**config.mk**
```make
export PLATFORM = sky130hd
export DESIGN_NAME = cif_divider
export DESIGN_NICKNAME = d
export VERILOG_FILES = /design/src/rtl/assert_macros.svh /design/src/rtl/cif_pkg.sv /design/src/rtl/cif_divider.sv
export SDC_FILE = /design/constraint.sdc
export NUM_CORES = 1
export LEC_CHECK = 0
export ABC_CLOCK_PERIOD_IN_PS = 2950
export CAP_MARGIN = 5
export CORE_MARGIN = 2
export CORE_UTILIZATION = 40
export CTS_BUF_LIST = sky130_fd_sc_hd__clkbuf_16
export CTS_CLUSTER_DIAMETER = 50
export DETAILED_ROUTE_END_ITERATION = 8
export DONT_BUFFER_PORTS = 1
export PLACE_DENSITY = 0.6
export SYNTH_ARGS = -nofsm -noshare
export SYNTH_HDL_FRONTEND = slang
export SYNTH_SLANG_ARGS = --single-unit
```
**constraint.sdc**
```tcl
create_clock -name clk -period 2.95 [get_ports clk]
set_input_delay 0.1475 -clock clk [delete_from_list [all_inputs] [get_ports clk]]
set_output_delay 0.1475 -clock clk [all_outputs]
set_load 0.01 [all_outputs]
```
**src/rtl/assert_macros.svh**
```systemverilog
// Assertion helpers used by the RTL.
`ifndef ASSERT_MACROS_SVH
`define ASSERT_MACROS_SVH
`ifndef ASSERT_OFF
`define ASSERT_IMP(label, clk, rst_n, a, c) \
	label: assert property (@(posedge clk) disable iff (!rst_n) (a) |-> (c)) \
		else $error("assertion failed");
`define ASSERT_IMP_NEXT(label, clk, rst_n, a, c) \
	label: assert property (@(posedge clk) disable iff (!rst_n) (a) |=> (c)) \
		else $error("assertion failed");
`else
`define ASSERT_IMP(label, clk, rst_n, a, c)
`define ASSERT_IMP_NEXT(label, clk, rst_n, a, c)
`endif
`endif

```
**src/rtl/cif_pkg.sv**
```systemverilog
`timescale 1ns / 1ps
package cif_pkg;
	localparam int MaxWidth = 1024;
	localparam int AddrW = $clog2(MaxWidth);
	localparam int NumW = 22;
	localparam int DenW = 14;
	localparam int QuoW = NumW;
	localparam logic [19:0] RecipTen = 20'd838861;

	localparam logic [2:0] REG_WEIGHTS_LOW = 3'd0;
	localparam logic [2:0] REG_WEIGHTS_HIGH = 3'd1;
	localparam logic [2:0] REG_DIVIDER = 3'd2;
	localparam logic [2:0] REG_DIV_MODE = 3'd3;
	localparam logic [2:0] REG_FORMAT = 3'd4;
	localparam logic [2:0] REG_WIDTH = 3'd5;
	localparam logic [2:0] REG_HEIGHT = 3'd6;

	localparam logic [1:0] FMT_GREY = 2'd0;
	localparam logic [1:0] FMT_RGBA = 2'd2;

	typedef struct packed {
		logic start;
		logic [NumW-1:0] num;
		logic [DenW-1:0] den;
	} div_req_t;

	function automatic logic signed [10:0] tap_weight(input logic [98:0] w,
		input logic [3:0] k);
		return w[11*k +: 11];
	endfunction
endpackage

```
**src/rtl/cif_divider.sv**
```systemverilog
`timescale 1ns / 1ps
module cif_divider (
	input logic clk,
	input logic arst_n,
	input cif_pkg::div_req_t req,
	output logic done,
	output logic [cif_pkg::QuoW-1:0] quo
);
	import cif_pkg::*;

	logic busy_q;
	logic done_q;
	logic [4:0] cnt_q;
	logic [DenW-1:0] den_q;
	logic [DenW-1:0] rem_q;
	logic [QuoW-1:0] quo_q;
	logic [DenW:0] trial;
	logic ge;

	assign trial = {rem_q, quo_q[QuoW-1]};
	assign ge = trial >= {1'b0, den_q};

	always_ff @(posedge clk or negedge arst_n) begin
		if (!arst_n) begin
			busy_q <= 1'b0;
			done_q <= 1'b0;
			cnt_q <= '0;
		end else begin
			done_q <= 1'b0;
			if (req.start) begin
				busy_q <= 1'b1;
				cnt_q <= 5'(NumW);
			end else if (busy_q) begin
				cnt_q <= cnt_q - 5'd1;
				if (cnt_q == 5'd1) begin
					busy_q <= 1'b0;
					done_q <= 1'b1;
				end
			end
		end
	end

	always_ff @(posedge clk) begin
		if (req.start) begin
			den_q <= req.den;
			rem_q <= '0;
			quo_q <= req.num;
		end else if (busy_q) begin
			rem_q <= ge ? DenW'(trial - {1'b0, den_q}) : DenW'(trial);
			quo_q <= {quo_q[QuoW-2:0], ge};
		end
	end

	assign done = done_q;
	assign quo = quo_q;
endmodule

```
==> results.txt, run 1 <==
Lkg Pwr: 1.54 nW
core area: 7650 sq um
routed len/inst: 16.9 um
# IOs: 62
DRT antenna net count: 0
Async SR Flop Fraction: 12.3%
crit-path most repeated cell: inv_1
Placed Instances: 373
worst path arrival time: 2.89 ns
Initial Utilization: 40.8%
fin crit share: 90.8%
worst-skew pair later-pin latency: 0.32 ns
Synth area leaders: edfxtp_1, dfxtp_1, mux2_2
fin util: 48.9%
Synth cell types: 56
area share of the leading cell type in the synthesized netlist: 34.6%
residual DRC count: 0
Clock Tree Buf Depth: 2
Reg clk slew, reported paths: 0.05 ns
Final #Nets: 355
area leader, netlist: edfxtp_1
die width: 92.3 um
Detailed Route WL: 6.83 mm
gr usage total: 16.9%
drt pass-1 iters: 4
register area: 1540 sq um
via count: 2,246
f_max: 374 MHz
# diodes: 0
GPL Wtd Cong: 0.901
worst hold path type: input port to flip-flop
hpwl dp: 4.69 mm
overflow left after global routing: 0
ys flop type: edfxtp_1
number of vias per cell: 5.55
worst vdd ir: 0.521 mV
Setup Skew: 0.00559 ns
minimum clock period after layout: 2.68 ns
CTS resizes: 0
RSZ-0062 raised after global routing: no
clock root buffer master: clkbuf_16
Startpoint Class: flip-flop
outcome: finished, final reports clean
Final setup viols: 0
number of H-tree levels: 3
placed cell area: 3230 sq um
worst path required time: 3.16 ns
Fill cells: 675
Post-Syn Nets: 335
Die ar.: 8530 sq um
Power Density: 941 nW/um^2
CP Class: flip-flop to flip-flop
area grow syn2layout: 19.8%
Buffers on Ports: 0
Synth Instances: 278
cell with the most instances after synthesis: edfxtp_1
Mapped Area: 3120 sq um
Commonest cells post-synth: edfxtp_1, mux2_2, inv_1, nor2_1, ha_1
Avg Cell Area, Syn: 11.2 sq um
CP max FO: 3
area of the multi-input gates: 1450 sq um
vias in the first global route: 2,325
CTS tree: yes
CP max-delay cell: edfxtp_1
number of synthesized flops with an enable pin: 36
initial DRC count: 152
first-pass GRT wire length: 11.2 mm
final worst slack: 0.273 ns
Slew headroom: 25.7%
layout cells sized above 1: 16.2%
sequential-to-total area share from yosys stat: 49.2%
Max-Cap Viols: 0
endpoints failing hold: 0
antenna violations before repair: 0
Syn. warnings: 0
# rows: 32
FF+latch count, synth: 57
Slew Limit Fails: 0
CTS Sinks: 57
Chip Height: 92.3 um
CP cell instances: inv_1 > ha_1 > inv_1 > fa_1 > a21o_1 > a221o_1 > a221oi_2 > xor2_1 > a211oi_1 > a311o_1
CP Capture Type: flip-flop
worst-margin pin slew: 1.11 ns
pre-CTS setup slack: 0.300 ns
max incr delay on CP: 0.47 ns
cell family with most CP delay: compound AO/OA/AOI/OAI gates
pin count of the biggest net entering global routing: 29
Final TNS setup: 0 ns
Finished Layout Cells: 405
Final Instance Area: 3740 sq um
TritonCTS buffer count: 9
WP buf/inv: 2
==> registers in the layout, summed over array words and instances, names as in the netlist <==
name and cells:
done 1, den_q 14, cnt_q 5, rem_q 14, busy_q 1, quo 22
==> logic make-up after synthesis <==
| logic type | after synthesis | share of synthesized area (%) |
|---|---|---|
| mux | 23 | 8.26 |
| flops | 57 | 49.2 |
| compound gates | 64 | 15.5 |
| simple gates | 72 | 11.7 |
| buf+inv | 31 | 4.25 |
| fa+ha+maj | 18 | 7.45 |
| xor+xnor | 13 | 3.65 |
==> layout make-up <==
class	instances	share of cell area [%]
timing repair buffer	21	5.29
clock buffer	9	6.02
tap	102	3.41
sequential	57	41.1
multi-input combinational	190	38.9
inverter	19	1.91
clock inverter	7	3.41
==> layer usage <==
layer	global-route usage (%)	vias to the layer above	part of all wire, %
met1	21.4	1073	45
met4	10.1	0	1.8
met5	0	-	0
met3	4.48	13	5.9
met2	26.1	71	47
li1	-	1089	-
==> path summary, 6_finish.rpt <==
kind                                        from                     end  slack (ns)  cells past startpoint
max reg2reg                    quo[21]$_DFFE_PP_  rem_q[12]$_SDFFE_PP0P_        0.27                     10
max                            quo[21]$_DFFE_PP_  rem_q[12]$_SDFFE_PP0P_        0.27                     10
min                                      req[24]       quo[10]$_DFFE_PP_        0.04                      1
min reg2reg                rem_q[2]$_SDFFE_PP0P_   rem_q[2]$_SDFFE_PP0P_        0.48                      2
max in group asynchronous                 arst_n          done$_DFF_PN0_        2.55                      1
min in group asynchronous                 arst_n    cnt_q[3]$_DFFE_PN0P_        0.16                      1
==> power breakdown <==
part,internal (mW),switching (mW)
clock network,0.834,0.379
registers,1.01,0.139
logic,0.520,0.638
total,2.36,1.16
==> cell usage in the layout, fill, tap and decap left out, types with 3 or more instances in the layout <==
| master | n |
|---|---|
| o21ai_0 | 3 |
| dlygate4sd3_1 | 16 |
| edfxtp_1 | 36 |
| a21oi_1 | 8 |
| mux2_2 | 22 |
| nor2_1 | 19 |
| o211ai_1 | 4 |
| bufinv_16 | 3 |
| nor3_1 | 4 |
| xor2_1 | 6 |
| a211oi_1 | 3 |
| clkinv_4 | 3 |
| o21a_1 | 3 |
| nand2b_1 | 5 |
| o31ai_1 | 4 |
| nor4_1 | 5 |
| or3_1 | 4 |
| nand2_1 | 15 |
| dfxtp_1 | 14 |
| inv_1 | 19 |
| and2_1 | 3 |
| nand3_1 | 4 |
| xnor2_1 | 7 |
| o21ai_1 | 6 |
| buf_4 | 5 |
| clkbuf_16 | 9 |
| dfrtp_1 | 7 |
| a21o_1 | 10 |
| ha_1 | 17 |
| a311oi_1 | 4 |
| nand4_1 | 5 |
==> worst register-to-register path, stage by stage, from the launching register on <==
cell and delay [ns]:
edfxtp_1 0.47, inv_1 0.12, ha_1 0.14, inv_1 0.04, fa_1 0.40, a21o_1 0.23, a221o_1 0.34, a221oi_2 0.31
xor2_1 0.17, a211oi_1 0.06, a311o_1 0.28
==> per-stage QoR <==
step / total power, mW / hold slack [ns]
5_1_grt: 3.72 / 0.0341
4_1_cts: 3.52 / 0.0324
3_3_place_gp: 2.26 / -0.148
2_1_floorplan: 2.06 / -0.148
3_5_place_dp: 2.27 / -0.148
6_report: 3.52 / 0.0414
==> what timing repair did <==
| action | 4_1_cts | 5_1_grt |
|---|---|---|
| setup buffers | 0 | 0 |
| endpoints found under the hold margin | 46 | 0 |
| hold buffers | 16 | 0 |
No activity file was read; power rests on OpenSTA's default activity.
==> run 2: changes to the inputs <==
==> constraint.sdc (replaced) <==
create_clock -name clk -period 2.95 [get_ports clk]
set_input_delay 0.1475 -clock clk [delete_from_list [all_inputs] [get_ports clk]]
set_output_delay 0.1475 -clock clk [all_outputs]
set_load 0.1 [all_outputs]
==> run 2 against run 1 <==
Via count increased by 0.93%. Flip-flop and latch count is the same. Cell count up 0.25%. Combinational power is essentially flat. Worst hold slack improved by 0.0085 ns. Register-to-register slack improved by 0.11 ns. Largest cell class unchanged.
==> results.txt, run 2 (synthesis results as in run 1) <==
outcome: finished, final reports clean
vias in the first global route: 2,208 (-5.0%)
area grow syn2layout: 17.9%
CTS tree: yes
drt pass-1 iters: 4 (unchanged)
Critical Path Source: quo[21]$_DFFE_PP_
DRT antenna net count: 0 (unchanged)
residual DRC count: 0 (unchanged)
Sw Share: 39.3% (+6.4 points)
# IOs: 62 (unchanged)
Power, Total: 3.59 mW (+1.9%)
Die ar.: 8530 sq um (unchanged)
Largest register FFs: 22 (unchanged)
GR Util met1: 21.9% (+0.53 points)
worst-margin pin slew: 1.09 ns (-0.0158 ns)
Setup Skew: 0.00691 ns (+0.00132 ns)
gr usage total: 16.5% (-0.47 points)
Chip Height: 92.3 um (unchanged)
Final TNS setup: 0 ns (unchanged)
first-pass GRT wire length: 10.8 mm (-3.0%)
worst path arrival time: 2.77 ns (-0.12 ns)
Final #Nets: 356 (+0.28%)
fin util: 48.1% (-0.75 points)
worst hold path type: input port to flip-flop
via count: 2,267 (+0.93%)
antenna violations before repair: 0 (unchanged)
Reg clk slew, reported paths: 0.05 ns (about the same)
Detailed Route WL: 6.78 mm (-0.69%)
TritonCTS buffer count: 9 (unchanged)
layer with the highest usage: met2
CTS resizes: 0 (unchanged)
worst path required time: 3.15 ns (about the same)
Worst R2R Start: quo[21]$_DFFE_PP_
# diodes: 0 (unchanged)
r2r setup slk: 0.38 ns (+0.11 ns)
Fill cells: 701 (+3.9%)
Lkg Pwr: 1.52 nW (-1.6%)
GPL Wtd Cong: 0.865 (-3.9%)
Logic pwr share: 33.2% (+0.3 points)
Buffers on Ports: 0 (unchanged)
Clock Tree Buf Depth: 2 (unchanged)
CTS Sinks: 57 (unchanged)
area of the multi-input gates: 1450 sq um (unchanged)
Initial Utilization: 40.8% (unchanged)
hpwl dp: 4.58 mm (-2.4%)
Internal Power: 2.18 mW (-7.8%)
Slew Limit Fails: 0 (unchanged)
final worst slack: 0.385 ns (+0.112 ns)
pin count of the biggest net entering global routing: 29 (unchanged)
CP Class: flip-flop to flip-flop
Final setup viols: 0 (unchanged)
fin crit share: 87.0% (-3.8 points)
Power Density: 975 nW/um^2 (+3.5%)
CP endpoint: rem_q[12]$_SDFFE_PP0P_
# rows: 32 (unchanged)
worst vdd ir: 0.691 mV (+33%)
clock root buffer master: clkbuf_16
sequential power share: 39.2% (+6.6 points)
Slew headroom: 26.8% (+1.1 points)
pre-CTS setup slack: 0.411 ns (+0.111 ns)
CP Capture Type: flip-flop
register area: 1540 sq um (unchanged)
met3 Usage GRT: 4.72% (+0.24 points)
hold path depth: 1 (unchanged)
initial DRC count: 217 (+43%)
commonest cells after routing, fill and taps aside: edfxtp_1, mux2_2, inv_1
endpoints failing hold: 0 (unchanged)
Max-Cap Viols: 0 (unchanged)
die width: 92.3 um (unchanged)
routed len/inst: 16.7 um (-0.93%)
core area: 7650 sq um (unchanged)
number of H-tree levels: 3 (unchanged)
Register-to-Register Path Depth: 10 (unchanged)
met2 global-route usage: 25.9% (-0.24 points)
f_max: 390 MHz (+4.4%)
clock power share: 27.7% (-6.8 points)
layout cells sized above 1: 15.5% (-0.71 points)
RSZ-0062 raised after global routing: no
minimum clock period after layout: 2.57 ns (-0.112 ns)
CP max FO: 3 (unchanged)
overflow left after global routing: 0 (unchanged)
FF-to-FF End: rem_q[12]$_SDFFE_PP0P_
Startpoint Class: flip-flop
P_sw: 1.41 mW (+22%)
commonest non-fill, non-tap cell in the layout: edfxtp_1
number of vias per cell: 5.58 (+0.69%)
worst-skew pair later-pin latency: 0.32 ns (about the same)
-- run 2: area by class of cell --
| type | instances | share of cell area [%] |
|---|---|---|
| clock buffers | 9 | 6.12 |
| repair buffers | 22 | 5.57 |
| flip-flops and latches | 57 | 41.7 |
| inverters | 19 | 1.94 |
| multi-input cells | 190 | 39.5 |
| well taps | 102 | 3.47 |
| clock inverters | 7 | 1.70 |
-- run 2: worst min path at each step --
stage,start,to,slack [ns]
after global routing,req[29],quo[15]$_DFFE_PP_,0.04
after global placement,arst_n,cnt_q[3]$_DFFE_PN0P_,-0.15
after detailed placement,arst_n,cnt_q[3]$_DFFE_PN0P_,-0.15
after CTS,req[24],quo[10]$_DFFE_PP_,0.04
after floorplan,arst_n,busy_q$_DFF_PN0_,-0.15
final,req[34],quo[20]$_DFFE_PP_,0.05
-- run 2: metal layers --
metal	wire, um	share of wire (%)
met1	2940	43
met2	3270	48
met3	471	6.9
met4	95	1.4
met5	0	0
-- run 2: power by group through the flow --
| stage | Sequential [mW] | Combinational [mW] | Clock (mW) |
|---|---|---|---|
| 6_report | 1.40 | 1.19 | 0.993 |
| 5_1_grt | 1.43 | 1.31 | 1.04 |
| 4_1_cts | 1.40 | 1.17 | 1.01 |
| 3_5_place_dp | 1.41 | 1.14 | 0 |
| 3_3_place_gp | 1.42 | 1.13 | 0 |
| 2_1_floorplan | 1.39 | 0.943 | 0 |
-- run 2: timing repair --
item / in CTS / in global routing
setup buffers: 0 / 0
setup endpoints to repair: 0 / 0
hold buffers: 16 / 0
endpoints found under the hold margin: 46 / 0
-- run 2: critical path, cell delays in order, from the launching register on --
cell and delay [ns]:
edfxtp_1 0.38, inv_1 0.09, ha_1 0.14, inv_1 0.05, fa_1 0.40, a21o_1 0.23
a221o_1 0.35, a221oi_2 0.29, xor2_1 0.19, a211oi_1 0.06, a311o_1 0.28
-- run 2: metrics by stage --
stage	hold WS, ns	instance area [sq um]	instances
CTS	0.0396	3680	406
global route	0.0377	3680	406
finish	0.0499	3680	406
detailed placement	-0.148	3230	374
global placement	-0.148	3230	374
floorplan	-0.148	3120	278
==> run 3: changes to the inputs <==
REMOVE_ABC_BUFFERS = 1   (was default)
==> run 3 against run 2 <==
Register-to-register slack is essentially flat. Sequential power hardly changed. Clock power decreased by 5.6%. Worst setup slack barely moved. Core utilization decreased by 0.065 points. Critical path depth is the same. First-iteration DRC count is 30% lower. Cell count unchanged.
==> results.txt, run 3 (synthesis results as in run 1) <==
Internal Power: 2.11 mW (-3.2%)
fin util: 48.1% (-0.065 points)
antenna violations before repair: 0 (unchanged)
Hold EP: quo[4]$_DFFE_PP_
Logic pwr share: 34.0% (+0.8 points)
CP max FO: 3 (unchanged)
worst-skew pair later-pin latency: 0.33 ns (about the same)
worst-margin pin slew: 0.952 ns (-0.143 ns)
Hold Slack: 0.0342 ns (-0.0156 ns)
Final #Nets: 356 (unchanged)
Max-Cap Viols: 0 (unchanged)
Register-to-Register Path Depth: 10 (unchanged)
Largest register FFs: 22 (unchanged)
Final Instance Area: 3680 sq um (-0.14%)
Chip Height: 92.3 um (unchanged)
Worst R2R Start: quo[21]$_DFFE_PP_
final worst slack: 0.385 ns (+0.000303 ns)
pre-CTS setup slack: 0.418 ns (+0.00780 ns)
area grow syn2layout: 17.8%
vias in the first global route: 2,312 (+4.7%)
endpoints failing hold: 0 (unchanged)
Power, Total: 3.55 mW (-1.1%)
drt pass-1 iters: 4 (unchanged)
Slew headroom: 36.5% (+9.8 points)
clock power share: 26.4% (-1.3 points)
FF-to-FF End: rem_q[12]$_SDFFE_PP0P_
Slew Limit Fails: 0 (unchanged)
Placed Instances: 374 (unchanged)
Buffers on Ports: 0 (unchanged)
Lkg Pwr: 1.50 nW (-0.81%)
via count: 2,266 (-0.044%)
Clock Tree Buf Depth: 2 (unchanged)
Final TNS setup: 0 ns (unchanged)
Finished Layout Cells: 406 (unchanged)
commonest non-fill, non-tap cell in the layout: edfxtp_1
DRT antenna net count: 0 (unchanged)
routed len/inst: 17.0 um (+1.6%)
# rows: 32 (unchanged)
Final setup viols: 0 (unchanged)
GPL Wtd Cong: 0.939 (+8.6%)
commonest cells after routing, fill and taps aside: edfxtp_1, mux2_2, inv_1
# diodes: 0 (unchanged)
minimum clock period after layout: 2.56 ns (-0.000303 ns)
f_max: 390 MHz (about the same)
hpwl dp: 4.75 mm (+3.8%)
fin crit share: 86.9% (about the same)
TritonCTS buffer count: 9 (unchanged)
worst hold path type: input port to flip-flop
pin count of the biggest net entering global routing: 29 (unchanged)
Detailed Route WL: 6.89 mm (+1.6%)
RSZ-0062 raised after global routing: no
CTS Sinks: 57 (unchanged)
CP Capture Type: flip-flop
Reg clk slew, reported paths: 0.05 ns (about the same)
first-pass GRT wire length: 11.0 mm (+1.6%)
sequential power share: 39.6% (+0.4 points)
overflow left after global routing: 0 (unchanged)
worst path required time: 3.17 ns (+0.02 ns)
number of H-tree levels: 3 (unchanged)
number of vias per cell: 5.58 (about the same)
residual DRC count: 0 (unchanged)
layout cells sized above 1: 16.4% (+0.99 points)
hold path start: req[18]
core area: 7650 sq um (unchanged)
clock root buffer master: clkbuf_16
Power Density: 965 nW/um^2 (-1.0%)
worst vdd ir: 0.455 mV (-34%)
r2r setup slk: 0.39 ns (about the same)
initial DRC count: 151 (-30%)
placed cell area: 3230 sq um (unchanged)
die width: 92.3 um (unchanged)
Initial Utilization: 40.8% (unchanged)
Fill cells: 734 (+4.7%)
gr usage total: 17.2% (+0.69 points)
# IOs: 62 (unchanged)
Die ar.: 8530 sq um (unchanged)
P_sw: 1.44 mW (+2.1%)
outcome: finished, final reports clean
hold path depth: 1 (unchanged)
CTS tree: yes
worst path arrival time: 2.78 ns (about the same)
CP Class: flip-flop to flip-flop
CTS resizes: 0 (unchanged)
Setup Skew: 0.00545 ns (-0.00146 ns)
Sw Share: 40.5% (+1.3 points)
Startpoint Class: flip-flop
run 3: worst max-delay path by stage:
stage,cells after the start,endpoint,startpoint
CTS,8,rem_q[13]$_SDFFE_PP0P_,den_q[4]$_DFFE_PP_
detailed placement,10,rem_q[12]$_SDFFE_PP0P_,quo[21]$_DFFE_PP_
global placement,8,rem_q[13]$_SDFFE_PP0P_,den_q[6]$_DFFE_PP_
global route,8,rem_q[13]$_SDFFE_PP0P_,den_q[4]$_DFFE_PP_
floorplan,10,rem_q[12]$_SDFFE_PP0P_,quo[21]$_DFFE_PP_
finish,10,rem_q[12]$_SDFFE_PP0P_,quo[21]$_DFFE_PP_
run 3: final cells by class:
type / instances / area (sq um) / share of cell area (%)
flip-flops and latches: 57 / 1540 / 41.8
well taps: 102 / 128 / 3.47
multi-input cells: 190 / 1450 / 39.5
inverters: 19 / 71.3 / 1.94
repair buffers: 22 / 215 / 5.85
clock buffers: 9 / 225 / 6.13
clock inverters: 7 / 47.5 / 1.29
run 3: per-layer routing:
layer | up-vias | share of wire, % | GRT usage [%]
met4 | 0 | 3.1 | 9.08
li1 | 1086 | - | -
met1 | 1068 | 42 | 20.5
met5 | - | 0 | 0
met2 | 90 | 46 | 26.3
met3 | 22 | 8.9 | 7.24
run 3: timing repair:
| action | CTS | global route |
|---|---|---|
| hold buffers | 16 | 0 |
| buffers inserted | 0 | 0 |
| endpoints found under the hold margin | 46 | 0 |
run 3: worst max-delay path: stages (launching register included):
cell and delay [ns]:
edfxtp_1 0.38, inv_1 0.09, ha_1 0.14, inv_1 0.05, fa_1 0.40, a21o_1 0.23, a221o_1 0.35, a221oi_2 0.30
xor2_1 0.17, a211oi_1 0.06, a311o_1 0.28
run 3: power groups by stage:
stage          clock (mW)  combinational [mW]  sequential [mW]
2_1_floorplan           0               0.903             1.39
3_3_place_gp            0                1.15             1.42
3_5_place_dp            0                1.16             1.42
4_1_cts             0.954                1.19             1.41
5_1_grt             0.993                1.33             1.42
6_report            0.937                1.20             1.41
